==> config.mk <==
export PLATFORM = sky130hd
export DESIGN_NAME = plst_cell
export DESIGN_NICKNAME = d
export VERILOG_FILES = /design/src/hw/rtl/plst_pkg.sv /design/src/hw/rtl/plst_cell.sv
export SDC_FILE = /design/constraint.sdc
export NUM_CORES = 1
export LEC_CHECK = 0
export BUFFER_PORTS_ARGS = -buffer_cell sky130_fd_sc_hd__clkbuf_2
export CORE_UTILIZATION = 39
export CTS_CLUSTER_SIZE = 10
export DETAILED_ROUTE_END_ITERATION = 10
export GPL_TIMING_DRIVEN = 0
export PLACE_DENSITY = 0.82
export SLEW_MARGIN = 40
export SYNTH_ARGS = -nofsm -noshare
export SYNTH_HDL_FRONTEND = slang
export SYNTH_SLANG_ARGS = --single-unit
==> constraint.sdc <==
create_clock -name clock -period 4.49 [get_ports clock]
set_clock_uncertainty 0.05 [all_clocks]
set_input_delay 0.449 -clock clock [delete_from_list [all_inputs] [get_ports clock]]
set_output_delay 0.449 -clock clock [all_outputs]
set_load 0.02 [all_outputs]
==> src/hw/rtl/plst_pkg.sv <==
// ----------------------------------------------------------------------------
// plst_pkg
// Shared types and codes for the positional list store: operation codes,
// status codes and the command that is broadcast to every list cell.
// ----------------------------------------------------------------------------
package plst_pkg;

   localparam int POS_W       = 8;   // position field
   localparam int OUT_VALUE_W = 32;  // result_value / item_value fields
   localparam int OUT_COUNT_W = 7;   // entry_count field
   localparam int FUNC_W      = 2;
   localparam int STATUS_W    = 2;

   typedef enum logic [FUNC_W-1:0] {
      OP_INSERT = 2'd0,
      OP_REMOVE = 2'd1,
      OP_READ   = 2'd2
   } op_type;

   typedef enum logic [STATUS_W-1:0] {
      ST_OK     = 2'd0,
      ST_EMPTY  = 2'd1,
      ST_BEYOND = 2'd2,
      ST_FULL   = 2'd3
   } status_type;

   // Broadcast to all cells in the cycle a request is taken.
   typedef struct packed {
      logic ins;   // open a slot at the position, shift the tail up
      logic rem;   // close the slot at the position, shift the tail down
   } cell_cmd_type;

endpackage

==> src/hw/rtl/plst_cell.sv <==
// ----------------------------------------------------------------------------
// plst_cell
// One list slot. Holds the value at a fixed list index and moves it to or
// takes it from a neighbor slot when an insert or remove hits at or below it.
// ----------------------------------------------------------------------------
module plst_cell
   import plst_pkg::*;
#(
   parameter int IDX     = 0,
   parameter int VALUE_W = 32,
   parameter int CMP_W   = 8
) (
   input  logic               clock,
   input  cell_cmd_type       cmd,
   input  logic [CMP_W-1:0]   pos,         // effective list position
   input  logic [VALUE_W-1:0] new_value,
   input  logic [VALUE_W-1:0] left_value,  // value of slot IDX-1
   input  logic [VALUE_W-1:0] right_value, // value of slot IDX+1
   output logic [VALUE_W-1:0] value,
   output logic [VALUE_W-1:0] sel_value    // own value when addressed, else zero
);

   localparam logic [CMP_W-1:0] MY_IDX = CMP_W'(IDX);

   logic [VALUE_W-1:0] value_ff;
   logic [VALUE_W-1:0] value_in;
   logic               hit;
   logic               above;

   assign hit   = (pos == MY_IDX);
   assign above = (MY_IDX > pos);

   always_comb begin
      value_in = value_ff;
      if (cmd.ins) begin
         if (hit) begin
            value_in = new_value;
         end else if (above) begin
            value_in = left_value;
         end
      end else if (cmd.rem) begin
         if (hit || above) begin
            value_in = right_value;
         end
      end
   end

   always_ff @(posedge clock) begin
      value_ff <= value_in;
   end

   assign value     = value_ff;
   assign sel_value = hit ? value_ff : '0;

endmodule

Yosys cells after proc, flatten, opt, wreduce, memory -nomap -nowiden
Index checks and enable logic that the tools add are counted. Widths: inputs -> output; s select.

Register bits: 32. Output and inout bits: 64. Word-level logic and storage cells: 14.

$lt $le $gt $ge: 1. Reductions and logical operators: 5. Mux-type cells: 6. Equal/unequal tests: 1.

Operator list (count): $mux 32 (6); $gt 1x8->1 const A (1); $logic_not 8->1 (1); $reduce_bool 2->1 (2); $ne 3x1->1 const B (1); $reduce_and 3->1 (1); $logic_or 1x1->1 (1).

Longest topological paths before layout
Gate-level depths: netlist (run 1).

Word-level depth: 5. Gate-level depth with buffers: 4. Gate-level depth less buffers: 3.

Least setup slack after synthesis (run 1)
Ideal clock, no wire load.

Kind: input port to flip-flop. Start point: input port pos[3]. End point: register value_ff[0], in the netlist value[0], enable pin. Slack: 0.535 ns. Setup time: 0.461 ns. Buffers on the path: 1. Data required time: 3.979 ns. Stages on the path: 3. Arrival: 3.444 ns. Path through: or4_4 > clkbuf_2 > nor3_1.

Longest elaborated chain between the ends: 4. Elaborated cells between the ends (all ways): 6. Classes of those cells: 1 x order compare; 1 x eq/ne; 4 x reduce/logical.

Ends and longest elaborated chain: from (decl) (RTL line plst_cell.sv:15) `input logic [CMP_W-1:0] pos,`; $gt 1x8->1 or $logic_not 8->1 (tied branches) (RTL line plst_cell.sv:31, plst_cell.sv:30); $logic_or 1x1->1 (RTL line plst_cell.sv:42) `if (hit || above) begin`; $reduce_bool 2->1 (no line); $reduce_and 3->1 (no line) (*); to (signal assigned) (RTL line plst_cell.sv:49) `value_ff <= value_in;`; to (decl) (RTL line plst_cell.sv:25) `logic [VALUE_W-1:0] value_ff;`.

Every way passes the cells marked *; elsewhere a longest branch is shown, timed or not. A chain may end at the register's enable or synchronous reset.

Worst setup path after layout (run 1)
Start point: input port pos[3]. End point: output port sel_value[5].

Longest elaborated chain between the ends: 2.

Ends and longest elaborated chain: $logic_not 8->1 (RTL line plst_cell.sv:30) `assign hit = (pos == MY_IDX);`; $mux 32 (RTL line plst_cell.sv:53) `assign sel_value = hit ? value_ff : '0;`; to (decl) (RTL line plst_cell.sv:20) `output logic [VALUE_W-1:0] sel_value`.

No other way between the ends.

==> impl_metrics.ini, run 1 <==
[synthesis]
ys_async_sr_fraction = 0
synthFlopType = edfxtp_1
ys_seq_elements = 32
synth_area_leaders = edfxtp_1 47%, a31oi_1 9.8%, and3_1 9.8%, nand3_1 7.9%, o21ai_1 7.1%
ys_types = 15
synthTopCellsByCount = 33 x nor2_1, 32 x a31oi_1, 32 x and3_1, 32 x edfxtp_1, 32 x nand3_1
netlist_instances = 223
synth.avg_cell_area_um2 = 9.12
yosysSeqAreaShare = 0.473
yosys_warnings = 0
synth.most_common_cell = nor2_1
synth.largest_area_cell = edfxtp_1
synth_edf_count = 32
yosysTopAreaCellShare = 0.473
netlist_area_um2 = 2030
synthesis.nets = 330

[sta]
hold_viol_final = 0
slew_viol_final = 0
finalSetupViolCount = 0
timing.final.crit_share = 0.558
clock.fmax_ghz = 0.399
rsz0062_at_grt = no
worst_pin_slew_ns = 0.717
period_minus_slack_ns = 2.51
layout_setup_ws_ns = 1.98
slew_headroom = 0.518
tns_ns = 0

[layout]
multi_input_area_um2 = 920
design_area_um2 = 3080
drive_gt1_frac = 0.490
area_growth_pct = 51.4
n_antenna_cell = 0
largest_register_ff_count = 32
seq_area_um2 = 961
nFillCells = 452
final_util = 0.631
layout.nets = 510

[drt]
antenna_left = 0
dr.pass1.iters = 4
via_count = 2479
via_per_inst = 5.26
route.detailed.drc = 0
wl_um = 6800
wl_per_cell_um = 14.4
drt_iter0_markers = 168

[power]
p_sw_frac = 0.234
leakagePower_nw = 1.50
internal_power_mw = 0.496
pwr-share-comb = 0.174
irDropWorstVdd_mv = 0.134
power_density_nw_per_um2 = 210
power_frac_clock = 0.312
seq_power_share = 0.514
p_switching_mw = 0.151

[place]
dp_hpwl_um = 5270
place_ws_ns = 1.93
gp_congestion = 0.789
placed_area_um2 = 3000
portBuffers = 169

[die]
die_y_um = 74.2
dieArea_um2 = 5510
pin_count = 171
core_um2 = 4880
start_util = 0.417
die_x_um = 74.2
rows = 25

[global_route]
grt_pass1_wl_um = 10300
grt_overflow = 0
grt_max_degree = 11
antenna_found_initial = 0
gr-usage-all-layers = 0.246
grt_pass1_vias = 2229

[clock_network]
cts_setup_buffers = 0
clock-sinks = 32
cts_max_path_buffers = 2
clockRootBuffer = clkbuf_8
htreeDepth = 2
cts_resized = 0
cts_tree = built
clkTransAtPathRegs_ns = 0.06
cts_hold_buf = 0
cts_buffers = 5

[hold_path]
hp-class = in2reg
min_delay_path_depth = 3

[status]
run_status = complete, no violations

[critical_path]
crit_required_ns = 3.99
cp.arrival_ns = 2.01
start_kind = input port
worstSetupEndpointType = primary output
crit_path_max_fanout = 10
worstSetupPathType = in2out

[job]
cap_violations = 0
final timing paths:
path            start            to  slack, ns
max            pos[3]  sel_value[5]       1.98
min   right_value[14]     value[14]       0.47
stage by stage:
stage	hold WS (ns)	std cells	power (mW)
4_1_cts	0.467	471	0.653
3_5_place_dp	0.751	463	0.451
5_1_grt	0.465	471	0.677
2_1_floorplan	0.648	223	0.388
6_report	0.475	471	0.647
3_3_place_gp	0.745	459	0.448
cell families (layout without fill, tap and decap cells):
family,Yosys count,in the layout,share of synthesized area
AO/OA/AOI/OAI,64,64,0.177
buffers and inverters,25,206,0.0775
flip-flops,32,32,0.473
AND/OR/NAND/NOR,102,102,0.273
power groups by stage:
| stage | sequential (mW) | combinational (mW) | clock (mW) |
|---|---|---|---|
| after global routing | 0.332 | 0.125 | 0.220 |
| final | 0.332 | 0.113 | 0.202 |
| after CTS | 0.332 | 0.112 | 0.208 |
| after floorplan | 0.340 | 0.0485 | 0 |
| after global placement | 0.339 | 0.109 | 0 |
| after detailed placement | 0.339 | 0.112 | 0 |
worst max-delay path: stages:
cell and delay [ns]:
clkbuf_2 0.11, nor4_4 0.68, clkbuf_1 0.38, and3_1 0.22, clkbuf_2 0.17
metal layers:
metal	global-route usage	vias up	wire length, um
li1	-	1211	-
met1	0.320	1133	2860
met2	0.427	131	3470
met3	0.0474	4	420
met4	0.0534	0	53
met5	0	-	0
layout make-up:
cell class,instances,share of cell area
Buffer,25,0.0512
Clock buffer,7,0.0248
Clock inverter,1,0.00122
Multi-Input combinational cell,166,0.299
Sequential cell,32,0.312
Tap cell,67,0.0272
Timing Repair Buffer,173,0.285
layout by cell type, fill, tap and decap left out, drive strengths merged:
cell type,Yosys,final
a31oi,32,32
buf,11,15
or4,2,2
o21ai,32,32
nand3,32,32
nor2,33,33
nor3,1,1
nor4,2,2
edfxtp,32,32
and3,32,32
clkinv,0,1
clkbuf,14,190
Power figures use the tool's default switching activity.
==> run 2: changes to the inputs <==
Clock period 4.49 ns to 2.6 ns, I/O delays scaled along.
==> run 2 against run 1 <==
  * Clock power up 130%
  * Final area up 0.85%
  * Routed wire length down 5.3%
  * Critical endpoint is now sel_value[13]
  * Sequential power up 73%
  * Die area unchanged
  * Largest power group unchanged
  * Critical path type unchanged
  * First-iteration DRC count down 12%
==> impl_metrics.ini, run 2 (synthesis results as in run 1) <==
[status]
run_status = complete, no violations

[layout]
final_cell_mix = 173 x clkbuf_2, 33 x nor2_1
design_area_um2 = 3100
layout_commonest_cell = clkbuf_2
final_util = 0.636
layout.nets = 508
n_antenna_cell = 0
largest_register_ff_count = 32
area_growth_pct = 52.7
drive_gt1_frac = 0.493

[place]
portBuffers = 169
placed_area_um2 = 3000
gp_congestion = 0.835
dp_hpwl_um = 5100

[drt]
antenna_left = 0
wl_per_cell_um = 13.7
drt_iter0_markers = 148
via_per_inst = 5.18
wl_um = 6440
via_count = 2431
dr.pass1.iters = 5
route.detailed.drc = 0

[sta]
tns_ns = 0
slew_viol_final = 0
hold_viol_final = 0
finalSetupViolCount = 0
clock.fmax_ghz = 0.501
timing.final.crit_share = 0.767
worst_pin_slew_ns = 0.677
hold_ws_ns = 0.271
rsz0062_at_grt = no
period_minus_slack_ns = 2.00
slew_headroom = 0.545

[critical_path]
cp.arrival_ns = 1.69
worstSetupEndpointType = primary output
worstSetupPathType = in2out
crit_required_ns = 2.29
start_kind = input port
crit_path_max_fanout = 10

[job]
cap_violations = 0

[die]
die_x_um = 74.2
pin_count = 171
start_util = 0.417
core_um2 = 4880
die_y_um = 74.2
dieArea_um2 = 5510
rows = 25

[global_route]
antenna_found_initial = 0
grt_max_degree = 14
gr-usage-all-layers = 0.234
grt_pass1_wl_um = 9690
grt_pass1_vias = 2255
grt_overflow = 0

[clock_network]
cts_hold_buf = 0
cts_resized = 0
cts_buffers = 5
cts_setup_buffers = 0
clock-sinks = 32
clockRootBuffer = clkbuf_8
htreeDepth = 2
clkTransAtPathRegs_ns = 0.06
cts_tree = built
cts_max_path_buffers = 2

[power]
power_density_nw_per_um2 = 397
irDropWorstVdd_mv = 0.244
leakagePower_nw = 1.52
total_power_mw = 1.23

[hold_path]
hp-class = in2reg
==> run 2: worst max-delay path, stage by stage <==
cell and delay, ns:
clkbuf_2 0.11, nor4_4 0.65, clkbuf_2 0.31, and3_1 0.19, clkbuf_2 0.17
==> run 2: stage by stage <==
step	setup slack, ns	std cells
after CTS	0.583	469
after floorplan	0.293	223
after detailed placement	0.353	461
final	0.605	469
after global placement	-0.171	459
after global routing	0.442	469
==> run 2: final cells by class <==
| class | count | area, um^2 |
|---|---|---|
| Clock inverter | 2 | 35.0 |
| Fill cell | 414 | 1780 |
| Buffer | 25 | 158 |
| Sequential cell | 32 | 961 |
| Tap cell | 67 | 83.8 |
| Multi-Input combinational cell | 166 | 926 |
| Clock buffer | 6 | 72.6 |
| Timing Repair Buffer | 171 | 868 |
==> run 2: per-layer routing <==
layer	wire, um	global-route usage	vias to the layer above
met5	0	0	-
met4	105	0.0876	0
met3	411	0.0461	9
met2	3410	0.434	119
met1	2520	0.264	1095
li1	-	-	1208
==> run 2: path summary, 6_finish.rpt <==
path                         from             to  slack, ns  depth (start not counted)
setup / recovery           pos[7]  sel_value[13]       0.60                          5
hold / removal    right_value[18]      value[18]       0.27                          3
==> run 2: where the power goes <==
part           internal (mW)  switching (mW)
combinational         0.0970          0.0973
sequential             0.573        0.000650
clock                  0.284           0.181
==> run 3: changes to the inputs <==
Settings changed: CORE_UTILIZATION 39 to 35, PLACE_DENSITY 0.82 to 0.78.
Clock period 2.6 ns to 1.7 ns, I/O delays scaled along.
==> run 3 against run 2 <==
  * Non-clock buffer count is 8 higher
  * Total power up 54%
  * Via count grew 5.6%
  * Clock power grew 54%
  * Worst setup slack worse by 0.53 ns
  * Utilization shrank 6.1 points
  * Global-route usage is 1.4 points lower
  * Critical path depth did not move
  * Count of clock-buffer cells in the layout unchanged
  * Final area grew 2.7%
  * Sequential cell count unchanged
  * Largest power group unchanged
==> impl_metrics.ini, run 3 (synthesis results as in run 1) <==
[status]
run_status = complete, no violations

[sta]
slew_headroom = 0.688
finalSetupViolCount = 0
hold_ws_ns = 0.180
timing.final.crit_share = 0.956
worst_pin_slew_ns = 0.467
rsz0062_at_grt = no
period_minus_slack_ns = 1.63
clock.fmax_ghz = 0.615
hold_viol_final = 0
slew_viol_final = 0

[critical_path]
worstSetupPathType = in2reg
start_kind = input port
endpoint = value[3]
cp.arrival_ns = 1.56
crit_path_max_fanout = 13
worstSetupEndpointType = flop
crit_required_ns = 1.64
crit_start = pos[3]

[drt]
route.detailed.drc = 0
wl_um = 6950
antenna_left = 0
dr.pass1.iters = 4
wl_per_cell_um = 14.4
drt_iter0_markers = 162
via_per_inst = 5.32
via_count = 2566

[global_route]
antenna_found_initial = 0
grt_overflow = 0
grt_pass1_wl_um = 10500
grt_pass1_vias = 2329
gr-usage-all-layers = 0.220
grt_max_degree = 14

[hold_path]
hp-class = in2reg

[clock_network]
htreeDepth = 2
cts_buffers = 5
clkTransAtPathRegs_ns = 0.07
clockRootBuffer = clkbuf_8
cts_hold_buf = 0
cts_max_path_buffers = 2
cts_tree = built
clock-sinks = 32

[die]
dieArea_um2 = 6120
rows = 27
pin_count = 171
die_y_um = 78.2
die_x_um = 78.2
start_util = 0.367
core_um2 = 5540

[power]
power_density_nw_per_um2 = 596
total_power_mw = 1.90
leakagePower_nw = 1.57
irDropWorstVdd_mv = 0.267

[layout]
layout_commonest_cell = clkbuf_2
final_util = 0.575
drive_gt1_frac = 0.510
n_antenna_cell = 0
layout.nets = 516
largest_register_ff_count = 32
final_cell_mix = 173 x clkbuf_2, 33 x nor2_1
area_growth_pct = 56.8
layout.cells.non_filler = 482

[place]
dp_hpwl_um = 5360
gp_congestion = 0.860
dp.cells = 466
portBuffers = 169

[job]
cap_violations = 0
-- run 3: worst min-delay path by stage --
stage | start | cells past startpoint | endpoint | slack, ns
3_5_place_dp | right_value[1] | 3 | value[1] | 0.47
5_1_grt | right_value[1] | 3 | value[1] | 0.18
6_report | right_value[1] | 3 | value[1] | 0.18
2_1_floorplan | right_value[10] | 2 | value[10] | 0.37
3_3_place_gp | right_value[1] | 3 | value[1] | 0.47
4_1_cts | right_value[1] | 3 | value[1] | 0.17
-- run 3: worst max-delay path, cell delays in order --
cell and delay [ns]:
clkbuf_2 0.11, or4_4 0.59, clkbuf_8 0.20, nor3_4 0.27, buf_6 0.22
-- run 3: metrics by stage --
stage | setup slack, ns | setup TNS (ns) | area (um^2)
global placement | -0.985 | -36.70 | 2990
finish | 0.0748 | 0 | 3190
detailed placement | -0.454 | -18.82 | 3010
global route | 0.0330 | 0 | 3190
CTS | 0.0501 | 0 | 3190
floorplan | -0.500 | -16.00 | 2050
-- run 3: layer usage --
layer  vias up  share of wire  track usage
li1       1221              -            -
met1      1196           0.39        0.265
met4         0          0.016       0.0611
met3        12          0.080       0.0570
met2       137           0.51        0.388
met5         -              0            0
-- run 3: final cells by class --
class | instances | area [um^2]
plain buffers | 23 | 160
clock buffers | 6 | 72.6
clock inverters | 2 | 35.0
fillers | 525 | 2350
multi-input cells | 166 | 926
flip-flops and latches | 32 | 961
well taps | 72 | 90.1
repair buffers | 181 | 943
-- run 3: timing repair --
item	4_1_cts	5_1_grt
buffers inserted	10	0
endpoints found under the setup margin	57	18
pin swaps	3	0
gates resized for setup	0	2
-- run 3: power by group --
group	switching (mW)	internal (mW)
combinational	0.153	0.155
clock	0.280	0.435
sequential	0.00105	0.877
